**src/sv/tldb_pkg.sv**
```systemverilog
// Shared types and constants for the two-layer depth buffer.
// Used by the channel interfaces, the controller, the datapath and the checker.
// No dependencies.
package tldb_pkg;

    // Default sizes, handed to the top level parameters
    localparam int unsigned MAX_WIDTH_DEF  = 256;
    localparam int unsigned MAX_HEIGHT_DEF = 256;
    localparam int unsigned DEPTH_BITS_DEF = 24;

    // Field widths of the channel words
    localparam int unsigned OP_W    = 2;
    localparam int unsigned POS_W   = 8;
    localparam int unsigned CHAN_W  = 8;
    localparam int unsigned COV_W   = 9;
    localparam int unsigned DEPTH_W = 24;
    localparam int unsigned COLOR_W = 4 * CHAN_W;

    // Configuration port
    localparam int unsigned CFG_IDX_W  = 1;
    localparam int unsigned CFG_DATA_W = 9;
    localparam logic [CFG_IDX_W-1:0]  CFG_FRAME_WIDTH  = 1'd0;
    localparam logic [CFG_IDX_W-1:0]  CFG_FRAME_HEIGHT = 1'd1;
    localparam logic [CFG_DATA_W-1:0] FRAME_RESET      = 9'd256;

    // Operation codes
    localparam logic [OP_W-1:0] OP_WRITE   = 2'd0;
    localparam logic [OP_W-1:0] OP_RESOLVE = 2'd1;
    localparam logic [OP_W-1:0] OP_CLEAR   = 2'd2;

    // Coverage of 1.0 and fully opaque alpha
    localparam logic [COV_W-1:0]  COV_ONE    = 9'd256;
    localparam logic [CHAN_W-1:0] ALPHA_FULL = 8'd255;

    // Controller states
    typedef enum logic [1:0] {
        ST_CLEAR,
        ST_IDLE,
        ST_EXEC
    } t_state;

    // Commands from controller to datapath
    typedef struct packed {
        logic load;        // capture input word and read both layers
        logic exec;        // apply the captured word
        logic clear_step;  // write one entry of the clearing sweep
    } t_cmd;

    // Status from datapath to controller
    typedef struct packed {
        logic [OP_W-1:0] op;         // captured operation
        logic            clr_last;   // sweep is at the last entry
        logic            out_block;  // result register full and not taken
    } t_sts;

endpackage

```
**src/sv/tldb_ctrl.sv**
```systemverilog
// Controller of the two-layer depth buffer: clearing sweep, accept, execute.
// Depends on tldb_pkg.
module tldb_ctrl (
    input  logic           i_clk,
    input  logic           i_rst_n,
    input  logic           i_in_valid,
    output logic           o_in_ready,
    input  tldb_pkg::t_sts i_sts,
    output tldb_pkg::t_cmd o_cmd
);

    tldb_pkg::t_state r_state;
    tldb_pkg::t_state n_state;

    // State register; reset starts a clearing sweep
    always_ff @(posedge i_clk) begin
        if (!i_rst_n) begin
            r_state <= tldb_pkg::ST_CLEAR;
        end else begin
            r_state <= n_state;
        end
    end

    // Next state
    always_comb begin
        n_state = r_state;
        case (r_state)
            tldb_pkg::ST_CLEAR: begin
                if (i_sts.clr_last) begin
                    n_state = tldb_pkg::ST_IDLE;
                end
            end
            tldb_pkg::ST_IDLE: begin
                if (i_in_valid) begin
                    n_state = tldb_pkg::ST_EXEC;
                end
            end
            tldb_pkg::ST_EXEC: begin
                if (i_sts.op == tldb_pkg::OP_CLEAR) begin
                    n_state = tldb_pkg::ST_CLEAR;
                end else if (!(i_sts.op == tldb_pkg::OP_RESOLVE && i_sts.out_block)) begin
                    n_state = tldb_pkg::ST_IDLE;
                end
            end
            default: begin
                n_state = tldb_pkg::ST_CLEAR;
            end
        endcase
    end

    // Commands
    always_comb begin
        o_in_ready       = 1'b0;
        o_cmd.load       = 1'b0;
        o_cmd.exec       = 1'b0;
        o_cmd.clear_step = 1'b0;
        case (r_state)
            tldb_pkg::ST_CLEAR: begin
                o_cmd.clear_step = 1'b1;
            end
            tldb_pkg::ST_IDLE: begin
                o_in_ready = 1'b1;
                o_cmd.load = i_in_valid;
            end
            tldb_pkg::ST_EXEC: begin
                // hold a resolve until the result register frees up
                o_cmd.exec = !(i_sts.op == tldb_pkg::OP_RESOLVE && i_sts.out_block);
            end
            default: begin
                o_in_ready = 1'b0;
            end
        endcase
    end

endmodule

```
**config.mk**
```make
export PLATFORM = sky130hd
export DESIGN_NAME = tldb_ctrl
export DESIGN_NICKNAME = d
export VERILOG_FILES = /design/src/sv/tldb_pkg.sv /design/src/sv/tldb_ctrl.sv
export SDC_FILE = /design/constraint.sdc
export NUM_CORES = 1
export LEC_CHECK = 0
export BUFFER_PORTS_ARGS = -buffer_cell sky130_fd_sc_hd__buf_2
export CAP_MARGIN = 10
export CORE_AREA = 2 2 39 41
export DETAILED_ROUTE_END_ITERATION = 10
export DIE_AREA = 0 0 41 43
export HOLD_SLACK_MARGIN = 0.15
export PLACE_DENSITY_LB_ADDON = 0.2
export SETUP_SLACK_MARGIN = 0.1
export SLEW_MARGIN = 20
export SYNTH_ARGS = -nofsm -noshare
export SYNTH_HDL_FRONTEND = slang
export SYNTH_SLANG_ARGS = --single-unit
```
**constraint.sdc**
```tcl
create_clock -name i_clk -period 1.55 [get_ports i_clk]
set_input_delay 0.155 -clock i_clk [delete_from_list [all_inputs] [get_ports i_clk]]
set_output_delay 0.155 -clock i_clk [all_outputs]
set_load 0.03 [all_outputs]
```
* Word level (Yosys, flattened, before mapping)
Index checks and enable logic that the tools add are counted.
** Word-level totals
- Register bits :: 2
- Latch bits :: 0
- Bits in writable memories :: 0
- Bits in read-only memories :: 0
- Output and inout bits :: 4
- Logic and storage cells :: 21
- Memories :: 0
** Cells by class
- Add/sub/neg operators :: 0
- $mul :: 0
- Div/mod/pow operators :: 0
- Order comparisons :: 0
- Equal/unequal tests :: 7
- Shift operators :: 0
- Multiplexer cells :: 9
- Bitwise gates (word level) :: 0
- Reductions and logical operators :: 4
** Operator list (number)
- $mux W2 :: 4
- $pmux W2 S3 :: 1
- $eq A2 B1 Y1 const B :: 2
- $eq A2 B2 Y1 const B :: 2
- $mux W1 :: 4
- $ne A2 B2 Y1 const B :: 2
- $ne A3 B3 Y1 const B :: 1
- $reduce_and A3 Y1 :: 1
- $logic_not A2 Y1 :: 1
- $logic_and A1 B1 Y1 :: 1
- $logic_not A1 Y1 :: 1

* Longest topological paths before layout
Gate-level depths: netlist (run 1).
- Depth in word-level cells :: 5
- Depth in mapped cells :: 3

* Least setup slack after synthesis (run 1)
OpenSTA, ideal clock, no wires.
- Path kind :: flip-flop to output port
- From :: register r_state[1]
- To :: output o_cmd[1] (netlist name)
- Data arrival time :: 0.877 ns
- Required time :: 1.395 ns
- Setup slack :: 0.518 ns
- Stages on the path, launching flop included :: 3
- Cell sequence :: dfxtp_1 > nand2b_1 > nor2_1
** RTL lines
- start, declared :: line tldb_ctrl.sv:12 : tldb_pkg::t_state r_state;
- start signal, assigned :: line tldb_ctrl.sv:18 : r_state <= tldb_pkg::ST_CLEAR;
- start signal, assigned :: line tldb_ctrl.sv:20 : r_state <= n_state;
- end, declared :: line tldb_ctrl.sv:9 : output tldb_pkg::t_cmd o_cmd

==> summary.md, run 1 <==
| Metric | Value |
|---|---|
| Status | `completed` |
| Clk_skew | `around 6.4 ps` |
| Router iterations before antenna repair | `3` |
| Total Routing Usage GR | `0.0501` |
| CTS buffer count | `3` |
| Cells after Synth | `16` |
| Crit share post-route | `0.762` |
| CTS Sinks | `2` |
| Detail Route Antenna Nets | `0` |
| Final std cells w/o fill | `45` |
| Required @ worst endpoint | `roughly 1400 ps` |
| Max reg flops | `2` |
| Post-placement cell count | `42` |
| Multi-input logic area | `~80 um^2` |
| Area grow syn2layout | `74.0%` |
| Crit path kind | `reg -> out` |
| Worst-margin pin slew | `about 200 ps` |
| Vias per std cell | `3.42` |
| Leak | `~0.11 nW` |
| Seq. cell area | `between 40 and 50 um^2` |
| Core outline area | `between 1000 and 1500 um^2` |
| Cell Rows | `14` |
| Vias in the first global route | `approximately 160` |
| Max_cap viols | `0` |
| WL/cell | `slightly below 8 um` |
| Max Slew Vio Count | `0` |
| Die Footprint | `1760 um^2` |
| Synth area leader | `dfxtp_1` |
| Die width | `41 um` |
| Initial Util | `0.0904` |
| Most common cell after layout, fill and taps aside | `buf_2` |
| DR top layer | `met3` |
| Endpoints failing setup | `0` |
| Setup_tns | `0 ps` |
| Cell Area, Synth | `about 130 um^2` |
| Initial antenna violation count | `0` |
| Worst hold path depth | `2` |
| Pwr/cell area | `a little over 1000 nW/um^2` |
| Antenna Cells | `0` |
| Biggest register | `r_state` |
| Min-delay worst type | `in -> reg` |
| Relative slew slack | `0.865` |
| Wl on met1 | `around 170 um` |
| Root Driver | `clkbuf_4` |
| Worst-case reg-to-reg path depth | `3` |
| Share of the synthesized area in the top cell type | `0.320` |
| Fin. Hold Viols | `0` |
| Avg Synthesized Cell Area | `between 7 and 8 um^2` |
| Post-CTS Resized | `0` |
| Crit path max fanout | `6` |
| Die height | `approximately 43 um` |
| IO Count | `11` |
| Min Tclk post-route | `roughly 1200 ps` |
| Largest regs | `r_state (2)` |
| Crit path largest cell delay | `410 ps` |
| Max Clock Freq | `0.847 GHz` |
| Hold_buf cts | `0` |
| Worst-skew pair later-pin latency | `~230 ps` |
| Seq/Total Area, Yosys | `0.320` |
| First-pass GRT wire length | `roughly 570 um` |
| Flops & latches, synth | `2` |
| Routed vias | `between 150 and 200` |
| Mapped Nets | `23` |
| Reg-to-Reg Start | `r_state[1]$_SDFFE_PN0P_` |
| Metal3 WL | `about 31 um` |
| Worst setup EP type | `output pin` |
| Setup bufs post-CTS | `0` |
| Cells along the critical path | `nand2b_1, nor2_1, buf_2` |
| Overflow after GRT | `0` |
| Met2 wire length | `155 um` |
| Nets | `38` |
| Fillcell total | `~170` |
| Gpl congestion | `approximately 0.63` |
| Unrepaired setup endpoints after global routing | `false` |
| Slowest CP cell | `dfxtp_1` |
| Worst R2R End | `r_state[0]$_SDFFE_PN0P_` |
| Yosys warns | `0` |
| Unique masters post-synth | `11` |
| Most frequent cells in the layout | `buf_2 (10), clkbuf_4 (3)` |
| Hold Path Sink | `r_state[0]$_SDFFE_PN0P_` |
| Clock Pin Slew Worst Setup and Hold Paths | `roughly 30 ps` |
| Share of layout cells above drive strength 1 | `0.483` |
| Total wire length | `352 um` |
| H-tree Lvls | `1` |
| DRC viols | `0` |
| Hold path startpoint | `i_rst_n` |
| Ranking of synthesized cells by area | `dfxtp_1 (32%), and3b_1 (14%), nor2b_1 (10%)` |
| R2r setup slk | `around 570 ps` |
| Starting DRT DRC Count | `4` |
| Largest net degree at the start of global routing | `7` |
| IO Port Bufs | `10` |
| Critical path startpoint category | `register` |
| Max VDD drop | `about 0.14 mV` |
| Crit path DAT | `between 1000 and 1500 ps` |
| CTS max path bufs | `2` |
| CTS tree | `done` |
==> through the flow <==
| step | hold slack (ps) | power [W] | area (um^2) | setup WS [ps] | util |
|---|---|---|---|---|---|
| after global placement | 383 | 0.000108 | 195 | 574 | 0.141 |
| after floorplan | 283 | 0.0000911 | 125 | 518 | - |
| final | 164 | 0.000225 | 218 | 369 | 0.157 |
| after detailed placement | 397 | 0.000109 | 195 | 558 | 0.141 |
| after global routing | 166 | 0.000242 | 218 | 260 | 0.157 |
| after CTS | 156 | 0.000233 | 218 | 351 | 0.157 |
==> metal layers <==
metal | GRT usage | vias to the layer above
li1 | - | 82
met1 | 0.0605 | 65
met2 | 0.0594 | 7
met3 | 0.0157 | 0
met4 | 0.0600 | 0
met5 | 0 | -
==> area by class of cell <==
cell class / instances / share of cell area
inverters: 1 / 0.0172
multi-input cells: 13 / 0.374
repair buffers: 10 / 0.230
clock buffers: 3 / 0.103
well taps: 16 / 0.0920
flip-flops and latches: 2 / 0.184
==> report_power, final <==
part / internal (W) / switching (W) / leakage, nW
logic: 0.0000202 / 0.0000285 / 0.0772
registers: 0.0000553 / 0.00000398 / 0.0164
clock network: 0.0000856 / 0.0000313 / 0.0138
==> cells in the mapped netlist <==
library cell / count
inv_1: 1
nor2b_1: 2
o31a_1: 1
nor3_1: 2
nor2_1: 2
and2_0: 1
dfxtp_1: 2
and3b_1: 2
a31oi_1: 1
nor2_2: 1
nand2b_1: 1
==> worst max-delay path: cells and delay by family (launching register included) <==
kind	cells	cell delay [ps]
flip-flops	1	410
buffers and inverters	1	200
AND/OR/NAND/NOR	2	190
==> cells by family (layout without fill, tap and decap cells) <==
logic type             count (synthesis)  after routing  synth area share
flip-flops                             2              2             0.320
buffers and inverters                  1             14            0.0300
AO/OA/AOI/OAI                          2              2             0.120
AND/OR/NAND/NOR                       11             11             0.530
==> worst max path at each step <==
stage                                  from                 endpoint  slack [ps]  cells past startpoint
floorplan           r_state[1]$_SDFFE_PN0P_                 o_cmd[1]         520                      2
global placement    r_state[1]$_SDFFE_PN0P_  r_state[0]$_SDFFE_PN0P_         570                      3
detailed placement  r_state[1]$_SDFFE_PN0P_  r_state[0]$_SDFFE_PN0P_         560                      3
CTS                 r_state[1]$_SDFFE_PN0P_                 o_cmd[1]         350                      3
global route        r_state[1]$_SDFFE_PN0P_                 o_cmd[1]         260                      3
finish              r_state[1]$_SDFFE_PN0P_                 o_cmd[1]         370                      3
Power figures use the tool's default switching activity.
==> inputs of run 2 (changes only) <==
- clock period: 1.55 -> 1.22 ns (I/O delays scaled with it)
==> summary.md, run 2 (synthesized netlist as in run 1, its figures left out) <==
| Metric | Value |
|---|---|
| Total wire length | `407 um (+16%)` |
| Share of layout cells above drive strength 1 | `0.533 (+0.0506)` |
| Critical path startpoint category | `register` |
| Post-Route Utilization | `0.172 (+0.0145)` |
| CTS buffer count | `3 (unchanged)` |
| H-tree Lvls | `1 (unchanged)` |
| Worst-skew pair later-pin latency | `230 ps (about the same)` |
| Gpl congestion | `0.606 (-3.5%)` |
| Largest net degree at the start of global routing | `7 (unchanged)` |
| Fillcell total | `163 (-1.2%)` |
| Setup_tns | `0 ps (unchanged)` |
| Crit path kind | `reg -> out` |
| DRC viols | `0 (unchanged)` |
| Nets | `39 (+2.6%)` |
| IO Port Bufs | `10 (unchanged)` |
| Most frequent cells in the layout | `buf_2 (7), clkbuf_4 (5)` |
| Unrepaired setup endpoints after global routing | `true` |
| Initial antenna violation count | `0 (unchanged)` |
| Detail Route Antenna Nets | `0 (unchanged)` |
| Cell Rows | `14 (unchanged)` |
| CTS tree | `done` |
| Max VDD drop | `0.139 mV (-3.0%)` |
| WL/cell | `8.85 um (+13%)` |
| IO Count | `11 (unchanged)` |
| Min-delay worst type | `in -> reg` |
| Max reg flops | `2 (unchanged)` |
| Part of the power in the clock network | `0.510 (-0.010)` |
| Crit share post-route | `0.901` |
| Die height | `43 um (unchanged)` |
| Total Routing Usage GR | `0.0521 (+0.00200)` |
| Area grow syn2layout | `90.0%` |
| Leak | `0.112 nW (+4.0%)` |
| GR Util met3 | `0.0157 (unchanged)` |
| Core outline area | `1380 um^2 (unchanged)` |
| Required @ worst endpoint | `1100 ps (-290 ps)` |
| Biggest register | `r_state` |
| Router iterations before antenna repair | `1 (-2)` |
| Max Slew Vio Count | `0 (unchanged)` |
| Clock Pin Slew Worst Setup and Hold Paths | `30 ps (about the same)` |
| Die Footprint | `1760 um^2 (unchanged)` |
| Overflow after GRT | `0 (unchanged)` |
| Power share of the combinational group | `0.231 (+0.014)` |
| Pwr/cell area | `1240 nW/um^2 (+20%)` |
| Sw frac | `0.286 (+0.00214)` |
| Vias in the first global route | `174 (+6.7%)` |
| GRT met1 Usage | `0.0510 (-0.00955)` |
| Worst-margin pin slew | `193 ps (-10.2 ps)` |
| Routed vias | `163 (+5.8%)` |
| Global route hottest layer | `met4` |
| Endpoints failing setup | `0 (unchanged)` |
| CTS Sinks | `2 (unchanged)` |
| Max Clock Freq | `a little over 0.9 GHz` |
| Vias per std cell | `3.54 (+3.5%)` |
| Crit path max fanout | `6 (unchanged)` |
| Starting DRT DRC Count | `0 (-4)` |
| Largest regs | `r_state (2)` |
| First-pass GRT wire length | `565 um (-1.2%)` |
| Seq pwr share | `0.259 (-0.004)` |
| GR met2 Demand/Resource | `0.0656 (+0.00625)` |
| Max_cap viols | `0 (unchanged)` |
| Crit path DAT | `980 ps (-50 ps)` |
| Initial Util | `0.0904 (unchanged)` |
| Net switching power | `0.0000843 W (+32%)` |
| Pint | `0.000211 W (+31%)` |
| Relative slew slack | `0.871 (+0.00597)` |
| Status | `completed` |
| Tot Pwr | `0.000295 W (+31%)` |
| Min Tclk post-route | `between 1000 and 1500 ps` |
| Clk_skew | `4.77 ps (-1.59 ps)` |
| Fin. Hold Viols | `0 (unchanged)` |
| Most common cell after layout, fill and taps aside | `buf_2` |
| Root Driver | `clkbuf_4` |
| Antenna Cells | `0 (unchanged)` |
| Die width | `41 um (unchanged)` |
| Worst setup EP type | `output pin` |
| CTS max path bufs | `2 (unchanged)` |
## run 2: layout make-up
cell class	count	area, um^2	area share
Tap cell	16	20.0	0.0842
Multi-Input combinational cell	13	81.3	0.342
Inverter	1	3.75	0.0158
Sequential cell	2	42.5	0.179
Clock buffer	3	22.5	0.0947
Timing Repair Buffer	11	67.6	0.284
## run 2: what timing repair did
action | 4_1_cts | 5_1_grt
hold endpoints to repair | 1 | 0
resized for setup | 2 | 3
endpoints found under the setup margin | 2 | 3
hold buffers | 1 | 0
buffers inserted | 0 | 0
## run 2: power by group through the flow
stage,clock (W),combinational (W),sequential [W]
finish,0.000151,0.0000681,0.0000763
global route,0.000157,0.0000745,0.0000775
CTS,0.000152,0.0000666,0.0000755
detailed placement,0,0.0000629,0.0000760
global placement,0,0.0000620,0.0000756
floorplan,0,0.0000409,0.0000749
## run 2: worst max-delay path, cell delays in order, from the launching register on
cell and delay, ps:
dfxtp_2 330, and3b_1 230, clkbuf_4 190
## run 2: path summary, 6_finish.rpt
kind	startpoint	end	slack, ps	cells past startpoint
setup / recovery	r_state[1]$_SDFFE_PN0P_	o_cmd[2]	120	2
hold / removal	i_sts[1]	r_state[0]$_SDFFE_PN0P_	240	3
setup reg to reg	r_state[1]$_SDFFE_PN0P_	r_state[0]$_SDFFE_PN0P_	280	3
hold reg to reg	r_state[1]$_SDFFE_PN0P_	r_state[1]$_SDFFE_PN0P_	610	2
## run 2: metal layers
metal | up-vias | wire length (um)
met5 | - | 0
met4 | 0 | 5
met3 | 2 | 37
met2 | 7 | 210
met1 | 71 | 153
li1 | 83 | -
## run 2: metrics by stage
step | instance area [um^2] | std cells | setup WS [ps] | hold WS, ps
2_1_floorplan | 125 | 16 | 190 | 250
3_3_place_gp | 195 | 42 | 268 | 355
3_5_place_dp | 195 | 42 | 230 | 366
4_1_cts | 231 | 46 | 100 | 242
5_1_grt | 238 | 46 | 80.4 | 269
6_report | 238 | 46 | 121 | 236
